## config.mk

```make
export PLATFORM = sky130hd
export DESIGN_NAME = cpu_alu_condition_codes
export DESIGN_NICKNAME = d
export VERILOG_FILES = /design/src/rtl/alucc_pkg.sv /design/src/rtl/cpu_alu_condition_codes.sv
export SDC_FILE = /design/constraint.sdc
export NUM_CORES = 1
export LEC_CHECK = 0
export CAP_MARGIN = 20
export CORE_ASPECT_RATIO = 1.1
export CORE_MARGIN = 2
export CORE_UTILIZATION = 25
export DETAILED_ROUTE_END_ITERATION = 16
export DONT_BUFFER_PORTS = 1
export REMOVE_ABC_BUFFERS = 1
export SLEW_MARGIN = 10
export SYNTH_ARGS = -nofsm -noshare
export SYNTH_HDL_FRONTEND = slang
export SYNTH_SLANG_ARGS = --single-unit
```

## constraint.sdc

```tcl
create_clock -name clk -period 6.1 [get_ports clk]
set_input_delay 0.61 -clock clk [delete_from_list [all_inputs] [get_ports clk]]
set_output_delay 0.61 -clock clk [all_outputs]
set_load 0.02 [all_outputs]
```

## src/rtl/alucc_pkg.sv

```systemverilog
// Shared types and constants for the condition-code ALU.
// Holds the opcode list, the word structs of both channels and the flag bit positions.
// No dependencies.
package alucc_pkg;

  localparam int unsigned OpcodeW = 5;
  localparam int unsigned DataW   = 16;
  localparam int unsigned CcW     = 8;

  typedef enum logic [OpcodeW-1:0] {
    OP_ADD    = 5'd0,
    OP_ADC    = 5'd1,
    OP_SUB    = 5'd2,
    OP_SBC    = 5'd3,
    OP_CMP    = 5'd4,
    OP_AND    = 5'd5,
    OP_BIT    = 5'd6,
    OP_OR     = 5'd7,
    OP_EOR    = 5'd8,
    OP_NEG    = 5'd9,
    OP_COM    = 5'd10,
    OP_INC    = 5'd11,
    OP_DEC    = 5'd12,
    OP_CLR    = 5'd13,
    OP_TST    = 5'd14,
    OP_ASR    = 5'd15,
    OP_LSL    = 5'd16,
    OP_LSR    = 5'd17,
    OP_ROL    = 5'd18,
    OP_ROR    = 5'd19,
    OP_DAA    = 5'd20,
    OP_MUL    = 5'd21,
    OP_SEX    = 5'd22,
    OP_ADD16  = 5'd23,
    OP_SUB16  = 5'd24,
    OP_CMP16  = 5'd25,
    OP_ANDCC  = 5'd26,
    OP_ORCC   = 5'd27,
    OP_BRANCH = 5'd28
  } alu_op_t;

  // Branch condition pairs, selected by cond[3:1]; cond[0] inverts.
  typedef enum logic [2:0] {
    BR_ALWAYS = 3'd0,
    BR_HI     = 3'd1,
    BR_CC     = 3'd2,
    BR_NE     = 3'd3,
    BR_VC     = 3'd4,
    BR_PL     = 3'd5,
    BR_GE     = 3'd6,
    BR_GT     = 3'd7
  } br_pair_t;

  // Condition-code bit positions: E F H I N Z V C
  localparam int unsigned CcC = 0;
  localparam int unsigned CcV = 1;
  localparam int unsigned CcZ = 2;
  localparam int unsigned CcN = 3;
  localparam int unsigned CcH = 5;

  localparam logic [7:0] ByteMax = 8'h7f;
  localparam logic [7:0] ByteMin = 8'h80;
  localparam logic [7:0] DaaLo   = 8'h06;
  localparam logic [7:0] DaaHi   = 8'h60;
  localparam logic [3:0] BcdMax  = 4'd9;
  localparam logic [3:0] BcdHiLm = 4'd8;

  typedef struct packed {
    logic [OpcodeW-1:0] opcode;
    logic [DataW-1:0]   acc_value;
    logic [DataW-1:0]   operand_value;
    logic [CcW-1:0]     flags_in;
  } alu_in_t;

  typedef struct packed {
    logic [DataW-1:0] result_value;
    logic [CcW-1:0]   flags_out;
    logic             branch_taken;
  } alu_out_t;

endpackage

```

## src/rtl/cpu_alu_condition_codes.sv

```systemverilog
// Eight-bit CPU ALU with condition codes: top level, two register stages.
// Depends on alucc_pkg for word types, opcodes and flag positions.
//
// Usage:
//   in_valid/in_ready carry one word: opcode, accumulator, operand and the
//   incoming condition-code byte. out_valid/out_ready return one word per
//   input word: result, updated condition codes and the branch-taken flag.
//   Every input word gives exactly one output word, in order.
//   A word taken into the input register makes one pass of ALU logic into
//   the result register and is presented on out_word from there.
//   Throughput: one word per cycle while the receiver keeps out_ready high,
//   set by the single ALU pass.
//   Reset (rst_n low, synchronous) empties both stages; no state is kept
//   between words. When the receiver holds out_ready low, the result
//   register holds its word, the input register fills behind it, and
//   in_ready drops once both are full; in_ready follows out_ready in the
//   same cycle, so nothing is lost or repeated.
module cpu_alu_condition_codes (
  input  logic               clk,
  input  logic               rst_n,
  input  logic               in_valid,
  output logic               in_ready,
  input  alucc_pkg::alu_in_t in_word,
  output logic               out_valid,
  input  logic               out_ready,
  output alucc_pkg::alu_out_t out_word
);
  import alucc_pkg::*;

  alu_in_t  s1_word_r;
  logic     s1_valid_r;
  alu_out_t out_word_r;
  logic     out_valid_r;
  alu_out_t alu_nxt;

  logic s1_adv;
  logic out_free;

  assign out_free = !out_valid_r || out_ready;
  assign s1_adv   = s1_valid_r && out_free;
  assign in_ready = !s1_valid_r || out_free;

  always_ff @(posedge clk) begin
    if (!rst_n) begin
      s1_valid_r <= 1'b0;
    end else if (in_ready) begin
      s1_valid_r <= in_valid;
    end
  end

  always_ff @(posedge clk) begin
    if (in_valid && in_ready) begin
      s1_word_r <= in_word;
    end
  end

  always_ff @(posedge clk) begin
    if (!rst_n) begin
      out_valid_r <= 1'b0;
    end else if (out_free) begin
      out_valid_r <= s1_valid_r;
    end
  end

  always_ff @(posedge clk) begin
    if (s1_adv) begin
      out_word_r <= alu_nxt;
    end
  end

  assign out_valid = out_valid_r;
  assign out_word  = out_word_r;

  // ALU pass
  logic [7:0]  x, m;
  logic        cin;
  logic [7:0]  f;
  logic [15:0] r;
  logic        br;
  logic [8:0]  add_t, sub_t, daa_t;
  logic [4:0]  half_t;
  logic        add_cin, sub_cin;
  logic [16:0] add16_t, sub16_t;
  logic [15:0] prod;
  logic [7:0]  daa_adj;
  logic [7:0]  logic_r;
  logic        br_raw;

  assign x   = s1_word_r.acc_value[7:0];
  assign m   = s1_word_r.operand_value[7:0];
  assign cin = s1_word_r.flags_in[CcC];

  always_comb begin
    case (alu_op_t'(s1_word_r.opcode))
      OP_ADC:  add_cin = cin;
      default: add_cin = 1'b0;
    endcase
    case (alu_op_t'(s1_word_r.opcode))
      OP_SBC:  sub_cin = cin;
      default: sub_cin = 1'b0;
    endcase
  end

  logic [7:0] sub_a, sub_b;
  assign sub_a = (alu_op_t'(s1_word_r.opcode) == OP_NEG) ? 8'd0 : x;
  assign sub_b = (alu_op_t'(s1_word_r.opcode) == OP_NEG) ? x : m;

  assign add_t   = {1'b0, x} + {1'b0, m} + {8'd0, add_cin};
  assign half_t  = {1'b0, x[3:0]} + {1'b0, m[3:0]} + {4'd0, add_cin};
  assign sub_t   = {1'b0, sub_a} - {1'b0, sub_b} - {8'd0, sub_cin};
  assign add16_t = {1'b0, s1_word_r.acc_value} + {1'b0, s1_word_r.operand_value};
  assign sub16_t = {1'b0, s1_word_r.acc_value} - {1'b0, s1_word_r.operand_value};
  assign prod    = {8'd0, x} * {8'd0, m};

  always_comb begin
    daa_adj = 8'd0;
    if (s1_word_r.flags_in[CcH] || (x[3:0] > BcdMax)) begin
      daa_adj = daa_adj | DaaLo;
    end
    if (cin || (x[7:4] > BcdMax) || ((x[7:4] > BcdHiLm) && (x[3:0] > BcdMax))) begin
      daa_adj = daa_adj | DaaHi;
    end
  end
  assign daa_t = {1'b0, x} + {1'b0, daa_adj};

  // Branch test on flags_in; cond[0] inverts the pair's sense
  logic fc, fv, fz, fn;
  assign fc = s1_word_r.flags_in[CcC];
  assign fv = s1_word_r.flags_in[CcV];
  assign fz = s1_word_r.flags_in[CcZ];
  assign fn = s1_word_r.flags_in[CcN];

  always_comb begin
    case (br_pair_t'(s1_word_r.operand_value[3:1]))
      BR_ALWAYS: br_raw = 1'b1;
      BR_HI:     br_raw = !(fc || fz);
      BR_CC:     br_raw = !fc;
      BR_NE:     br_raw = !fz;
      BR_VC:     br_raw = !fv;
      BR_PL:     br_raw = !fn;
      BR_GE:     br_raw = !(fn ^ fv);
      BR_GT:     br_raw = !(fz || (fn ^ fv));
      default:   br_raw = 1'b0;
    endcase
  end

  always_comb begin
    case (alu_op_t'(s1_word_r.opcode))
      OP_AND, OP_BIT: logic_r = x & m;
      OP_OR:          logic_r = x | m;
      default:        logic_r = x ^ m;
    endcase
  end

  always_comb begin
    f  = s1_word_r.flags_in;
    r  = 16'd0;
    br = 1'b0;
    case (alu_op_t'(s1_word_r.opcode))
      OP_ADD, OP_ADC: begin
        r      = {8'd0, add_t[7:0]};
        f[CcH] = half_t[4];
        f[CcV] = ~(x[7] ^ m[7]) & (x[7] ^ add_t[7]);
        f[CcC] = add_t[8];
        f[CcN] = add_t[7];
        f[CcZ] = (add_t[7:0] == 8'd0);
      end
      OP_SUB, OP_SBC, OP_CMP, OP_NEG: begin
        r      = (alu_op_t'(s1_word_r.opcode) == OP_CMP) ? {8'd0, x} : {8'd0, sub_t[7:0]};
        f[CcV] = (sub_a[7] ^ sub_b[7]) & (sub_a[7] ^ sub_t[7]);
        f[CcC] = sub_t[8];
        f[CcN] = sub_t[7];
        f[CcZ] = (sub_t[7:0] == 8'd0);
      end
      OP_AND, OP_OR, OP_EOR, OP_BIT: begin
        r      = (alu_op_t'(s1_word_r.opcode) == OP_BIT) ? {8'd0, x} : {8'd0, logic_r};
        f[CcN] = logic_r[7];
        f[CcZ] = (logic_r == 8'd0);
        f[CcV] = 1'b0;
      end
      OP_COM: begin
        r      = {8'd0, ~x};
        f[CcN] = ~x[7];
        f[CcZ] = (x == 8'hff);
        f[CcV] = 1'b0;
        f[CcC] = 1'b1;
      end
      OP_INC: begin
        r      = {8'd0, x + 8'd1};
        f[CcV] = (x == ByteMax);
        f[CcN] = r[7];
        f[CcZ] = (r[7:0] == 8'd0);
      end
      OP_DEC: begin
        r      = {8'd0, x - 8'd1};
        f[CcV] = (x == ByteMin);
        f[CcN] = r[7];
        f[CcZ] = (r[7:0] == 8'd0);
      end
      OP_CLR: begin
        f[CcN] = 1'b0;
        f[CcZ] = 1'b1;
        f[CcV] = 1'b0;
        f[CcC] = 1'b0;
      end
      OP_TST: begin
        r      = {8'd0, x};
        f[CcN] = x[7];
        f[CcZ] = (x == 8'd0);
        f[CcV] = 1'b0;
      end
      OP_ASR, OP_LSR, OP_ROR: begin
        case (alu_op_t'(s1_word_r.opcode))
          OP_ASR:  r = {8'd0, x[7], x[7:1]};
          OP_LSR:  r = {8'd0, 1'b0, x[7:1]};
          default: r = {8'd0, cin, x[7:1]};
        endcase
        f[CcC] = x[0];
        f[CcN] = r[7];
        f[CcZ] = (r[7:0] == 8'd0);
      end
      OP_LSL, OP_ROL: begin
        r      = (alu_op_t'(s1_word_r.opcode) == OP_ROL) ? {8'd0, x[6:0], cin}
                                                          : {8'd0, x[6:0], 1'b0};
        f[CcC] = x[7];
        f[CcV] = x[7] ^ x[6];
        f[CcN] = r[7];
        f[CcZ] = (r[7:0] == 8'd0);
      end
      OP_DAA: begin
        r = {8'd0, daa_t[7:0]};
        // carry is only ever set here, never cleared
        if (daa_t[8]) begin
          f[CcC] = 1'b1;
        end
        f[CcN] = daa_t[7];
        f[CcZ] = (daa_t[7:0] == 8'd0);
      end
      OP_MUL: begin
        r      = prod;
        f[CcC] = prod[7];
        f[CcZ] = (prod == 16'd0);
      end
      OP_SEX: begin
        r      = {{8{m[7]}}, m};
        f[CcN] = m[7];
        f[CcZ] = (m == 8'd0);
      end
      OP_ADD16: begin
        r      = add16_t[15:0];
        f[CcV] = ~(s1_word_r.acc_value[15] ^ s1_word_r.operand_value[15])
                 & (s1_word_r.acc_value[15] ^ add16_t[15]);
        f[CcC] = add16_t[16];
        f[CcN] = add16_t[15];
        f[CcZ] = (add16_t[15:0] == 16'd0);
      end
      OP_SUB16, OP_CMP16: begin
        r      = (alu_op_t'(s1_word_r.opcode) == OP_CMP16) ? s1_word_r.acc_value
                                                           : sub16_t[15:0];
        f[CcV] = (s1_word_r.acc_value[15] ^ s1_word_r.operand_value[15])
                 & (s1_word_r.acc_value[15] ^ sub16_t[15]);
        f[CcC] = sub16_t[16];
        f[CcN] = sub16_t[15];
        f[CcZ] = (sub16_t[15:0] == 16'd0);
      end
      OP_ANDCC: f = s1_word_r.flags_in & m;
      OP_ORCC:  f = s1_word_r.flags_in | m;
      OP_BRANCH: br = br_raw ^ s1_word_r.operand_value[0];
      default: begin
        r  = 16'd0;
        br = 1'b0;
      end
    endcase
    alu_nxt.result_value = r;
    alu_nxt.flags_out    = f;
    alu_nxt.branch_taken = br;
  end

  // Checks
  a_branch_only: assert property (@(posedge clk) disable iff (!rst_n)
    (s1_adv && (s1_word_r.opcode != OP_BRANCH)) |=> !out_word_r.branch_taken)
    else $error("branch flag raised for a non-branch opcode");

  a_byte_result: assert property (@(posedge clk) disable iff (!rst_n)
    (s1_adv && (s1_word_r.opcode <= OP_DAA)) |=> (out_word_r.result_value[15:8] == 8'd0))
    else $error("upper result byte set by an 8-bit operation");

  a_advance_fills: assert property (@(posedge clk) disable iff (!rst_n)
    s1_adv |=> out_valid_r)
    else $error("word left the input stage without reaching the result register");

  a_stall_holds_s1: assert property (@(posedge clk) disable iff (!rst_n)
    (s1_valid_r && !s1_adv) |=> (s1_valid_r && $stable(s1_word_r)))
    else $error("input stage lost a word while stalled");

endmodule

```

After elaboration in Yosys (flattened, before gate mapping)
Cells that the tools add are included.
{ "totals": {"reg_bits": 72, "in_bits": 49, "output_inout_bits": 27, "elab_cells": 150} }
{ "op_classes": {"add_sub_neg": 11, "multipliers": 1, "magnitude_cmp": 3, "n_eq_ne": 38, "mux": 23, "bitwise": 23, "n_reduce_logical": 42} }
{ "ops": {"columns": ["op", "count"], "rows": [
  ["16-bit case mux with 14 select lines", 1],
  ["8-bit logical NOT", 10],
  ["5-bit equality test, second input constant", 13],
  ["16-bit logical NOT", 3],
  ["5-bit by 4-bit equality test with 1-bit output, second input constant", 8],
  ["16-bit 2-to-1 mux", 2],
  ["8-bit 2-to-1 mux", 4],
  ["8-bit case mux with 2 select lines", 2],
  ["5-bit by 3-bit equality test with 1-bit output, second input constant", 4],
  ["16-bit by 16-bit adder with 17-bit output", 1],
  ["1-bit case mux with 17 select lines", 1],
  ["16-bit by 16-bit subtractor with 17-bit output", 1],
  ["8-bit AND", 2],
  ["8-bit equality test, second input constant", 2],
  ["8-bit by 8-bit multiplier with 16-bit output", 1],
  ["8-bit OR", 2],
  ["1-bit case mux with 16 select lines", 1],
  ["3-bit equality test, second input constant", 4],
  ["4-bit greater-than comparator, second input constant", 3],
  ["1-bit case mux with 12 select lines", 1],
  ["5-bit by 2-bit equality test with 1-bit output, second input constant", 2],
  ["1-bit case mux with 10 select lines", 1],
  ["1-bit bitwise XOR", 10],
  ["8-bit by 7-bit adder with 9-bit output", 1],
  ["32 further kinds", 61]
]} }

Longest topological paths before layout
{ "depth": {"word_depth": 7, "depth_mapped": 22, "depth_no_buf": 20} }

Least setup slack after synthesis
No wires, ideal clock.
{ "synth_timing": {"kind": "flip-flop to flip-flop", "start": "register s1_word_r[25] (netlist name)", "end": "register out_word_r (netlist bit out_word[3]) (data pin)", "setup_time_ns": 0.150, "arrival_time_ns": 5.400, "required_time_ns": 5.950, "path_slack_ns": 0.550, "path_stages_with_launch": 19, "n_path_buf": 1, "synth_period_minus_slack_ns": 5.550, "cell_sequence": "edfxtp_1 > clkbuf_1 > clkinv_1 > nor2_1 > fa_1 > fa_1 > fa_1 > inv_1 > fa_1 > inv_1 > ha_1 > o21a_1 > o31a_1 > o2111ai_1 > o21ai_0 > o41ai_1 > xnor2_1 > or4_1 > o211ai_2"} }
{ "synth_rtl": {"columns": ["item", "line_no", "source"], "rows": [
  ["start: declaration", "cpu_alu_condition_codes.sv:30", "alu_in_t s1_word_r;"],
  ["start signal: assignment", "cpu_alu_condition_codes.sv:53", "s1_word_r <= in_word;"],
  ["end signal: assignment", "cpu_alu_condition_codes.sv:67", "out_word_r <= alu_nxt;"],
  ["end: declaration", "cpu_alu_condition_codes.sv:32", "alu_out_t out_word_r;"]
]} }

==> results.toml <==
[final_layout]
final.fill_count = 4098
layout-drive-gt1-share_pct = 6.57
final_area_sq_um = 10700
finish.utilization_pct = 28.1
final_common_cell = "nor2_1"
nets = 1376
final_cell_mix = "nor2_1, inv_1, nand2_1, ha_1, a21oi_1"
area_growth_syn_to_layout_pct = 11.1
final_cell_count_no_fill = 1691

[logic_synthesis]
muxShareOfSynthArea_pct = 0.521
synth_compound_area_share_pct = 21.6
yosysSeqAreaShare_pct = 22.3
synth.avg_cell_area_sq_um = 8.07
async_flop_share_pct = 0
synth_adder_area_share_pct = 22.2
synth.distinct_cells = 73
syn_area_sq_um = 9610
synth.ff_latch_count = 72
yosys_warnings = 0
synth_xor_area_share_pct = 5.38
synth_top_family_by_area = "adder cells"
synth-simple-area-share_pct = 20.6
synth_edf_count = 70
netlist_instances = 1191
synth-main-ff-cell = "edfxtp_1"

[detailed_routing]
ant_nets = 0
wire_per_inst_microns = 23.6
viasPerCell = 5.65
wirelength_microns = 39900
drtIter0Drc = 979
drt_first_pass_iters = 6
drc = 0
num_vias = 9556

[power_and_ir_drop]
ir_drop_v = 0.000143
leakage_uw = 0.00431
p_sw_share_pct = 43.5
power_uw = 2420
power.density_nw_per_um2 = 226
clockPowerShare_pct = 25.4
intPower_uw = 1360
p_switching_uw = 1050
p_comb_share_pct = 48.8
seqPwrFrac_pct = 25.8

[clocking]
cts.clk_slew.worst_paths_ps = 80
ctsResizeCount = 0
clock_latency_ps = 370
cts_buffers = 9
htree_levels = 3
holdBufCountCts = 0
clock_sinks = 72
root_buffer = "clkbuf_16"
cts_tree = "yes"
clockBufferDepth = 2
postCtsSetupBuffers = 0

[sta]
clock_skew_ps = 18.2
fmax_mhz = 179
rsz0062_at_grt = "false"
max_slew.worst_pin.slew_ps = 1060
maxSlewHeadroom_pct = 29.3
fin_setup_tns_ps = 0
timing.final.crit_share_pct = 91.4
maxSlewViolCount = 0
setup_viol = 0
fin_crit_ps = 5570
hold_violations = 0

[global_route]
antenna_found_initial = 5
grt_usage_pct = 19.8
grt_max_degree = 46
grt_pass1_vias = 9167
grt.overflow.total = 0
grt_pass1_wl_microns = 58900

[outcome]
status = "finished, final reports clean"

[setup_path]
slowest_stage = "edfxtp_1"
worstReg2RegStart = "m[7]$_DFFE_PP_"
reg2reg_slack_ps = 530
worstPathArrival_ps = 5790
critPathLaunchType = "flip-flop"
cp_max_fo = 8
reg2reg_depth = 18
cp-end-kind = "flip-flop"
cp.required_ps = 6320
worst-setup-path-type = "flip-flop to flip-flop"
r2r_end = "out_word[3]$_DFFE_PP_"
path_cells = "clkinv_1 > nor2_1 > fa_1 > fa_1 > fa_1 > inv_1 > fa_1 > inv_1 > ha_1 > nor3_1 > o21ai_0 > a31oi_1 > nor2b_1 > a41oi_1 > xor2_1 > nand4b_1 > or4_1 > o211ai_2"
crit_top_cell = "fa_1"
critPathMaxStageDelay_ps = 550
crit_path_start = "m[7]$_DFFE_PP_"

[floorplanning]
initial_core_util_pct = 25.3
chipHeight_microns = 210
num_rows = 75
fp.coreArea_sq_um = 38000
die-area_sq_um = 40000
io_pins = 76
die_w_microns = 191

[worst_hold_path]
hold_start = "in_word[32]"
min_path_type = "input pin to flip-flop"
hold-path-cell-count = 0
hold_path_end = "s1_word_r[32]$_DFFE_PP_"

[placement]
dpl_cell_area_sq_um = 10300
dp_cells = 1670
hpwl_microns = 31200
routabilityCongestion = 0.993
portBuffers = 0

[run]
max_cap_violations = 0
[Yosys cell counts, types with 5 or more instances]
master | instances | area, sq um
a221oi_1 | 8 | 70.1
mux2i_1 | 5 | 50.1
o22ai_1 | 5 | 31.3
nand2b_1 | 18 | 113
a221o_1 | 12 | 120
nor3_1 | 26 | 130
nor4_1 | 15 | 93.8
nand3_1 | 30 | 150
a21o_1 | 6 | 45.0
clkinv_1 | 6 | 22.5
ha_1 | 102 | 1280
xor2_1 | 20 | 175
o21bai_1 | 6 | 45.0
a22oi_1 | 5 | 37.5
buf_1 | 6 | 22.5
and3_1 | 8 | 50.1
and2_1 | 5 | 31.3
nor2b_1 | 18 | 113
nor2_1 | 133 | 499
a31oi_1 | 16 | 100
a2111oi_0 | 5 | 43.8
o21a_1 | 7 | 52.6
o21ai_0 | 72 | 360
o31ai_1 | 8 | 60.1
nor3b_1 | 7 | 52.6
or3_1 | 6 | 37.5
a211oi_1 | 16 | 120
o211ai_1 | 23 | 173
or4_1 | 6 | 45.0
o2111ai_1 | 9 | 78.8
nand4_1 | 13 | 81.3
a21oi_1 | 75 | 375
edfxtp_1 | 70 | 2100
xnor2_1 | 39 | 342
fa_1 | 43 | 861
inv_1 | 111 | 417
clkbuf_1 | 57 | 214
nand2_1 | 105 | 394
[cell families (layout without fill, tap and decap cells)]
kind of cell / after synthesis / after routing
AOI/OAI and AO/OA: 313 / 313
xor gates and xnor gates: 59 / 59
adders and majority gates: 145 / 145
buffers and inverters: 184 / 180
DFF: 72 / 72
muxes: 5 / 5
other: 0 / 4
and+or+nand+nor: 413 / 413
[power by group through the flow]
| stage | Combinational, uW | Sequential [uW] | Clock, uW |
|---|---|---|---|
| 2_1_floorplan | 776 | 646 | 0 |
| 5_1_grt | 1300 | 628 | 630 |
| 3_5_place_dp | 1160 | 635 | 0 |
| 6_report | 1180 | 624 | 613 |
| 4_1_cts | 1160 | 625 | 621 |
| 3_3_place_gp | 1150 | 634 | 0 |
[worst max-delay path: cells and delay by family, from the launching register on]
kind,cells,cell delay [ps]
buf+inv,3,420
flops,1,550
fa+ha+maj,5,2280
xor+xnor,1,270
compound gates,4,870
simple gates,5,1040
[worst max path at each step]
stage | to | slack [ps] | depth (start not counted)
after floorplan | out_word[3]$_DFFE_PP_ | 600 | 17
after global placement | out_word[3]$_DFFE_PP_ | 660 | 18
after detailed placement | out_word[3]$_DFFE_PP_ | 580 | 18
after CTS | out_word[3]$_DFFE_PP_ | 560 | 18
after global routing | out_word[3]$_DFFE_PP_ | 130 | 18
final | out_word[3]$_DFFE_PP_ | 530 | 18
[state kept, by name, summed over array words and instances (netlist names)]
| signal | count |
|---|---|
| m | 8 |
| cin | 1 |
| fv | 1 |
| s1_word_r | 33 |
| fz | 1 |
| s1_valid_r | 1 |
| out_valid | 1 |
| fn | 1 |
| out_word | 25 |
[stage by stage]
stage | hold WS, ps | setup slack (ps)
2_1_floorplan | 477 | 604
3_3_place_gp | 483 | 655
3_5_place_dp | 502 | 580
4_1_cts | 332 | 556
5_1_grt | 334 | 129
6_report | 334 | 527
[area by class of cell]
cell class / instances / area [sq um] / area share (%)
multi-input combinational: 935 / 6790 / 63.6
timing repair buffer: 46 / 343 / 3.21
clock buffer: 9 / 225 / 2.11
antenna: 4 / 10.0 / 0.0938
clock inverter: 7 / 95.1 / 0.891
sequential: 72 / 2140 / 20.1
inverter: 118 / 443 / 4.15
tap: 500 / 626 / 5.86
[routing by layer]
layer / GRT usage [%] / up-vias / routed length [microns]
met1: 25.8 / 4660 / 16400
met2: 31.2 / 501 / 18100
met4: 9.86 / 2 / 2170
li1: - / 4270 / -
met3: 3.61 / 123 / 3180
met5: 0 / - / 9
(Power assumes the default switching activity.)
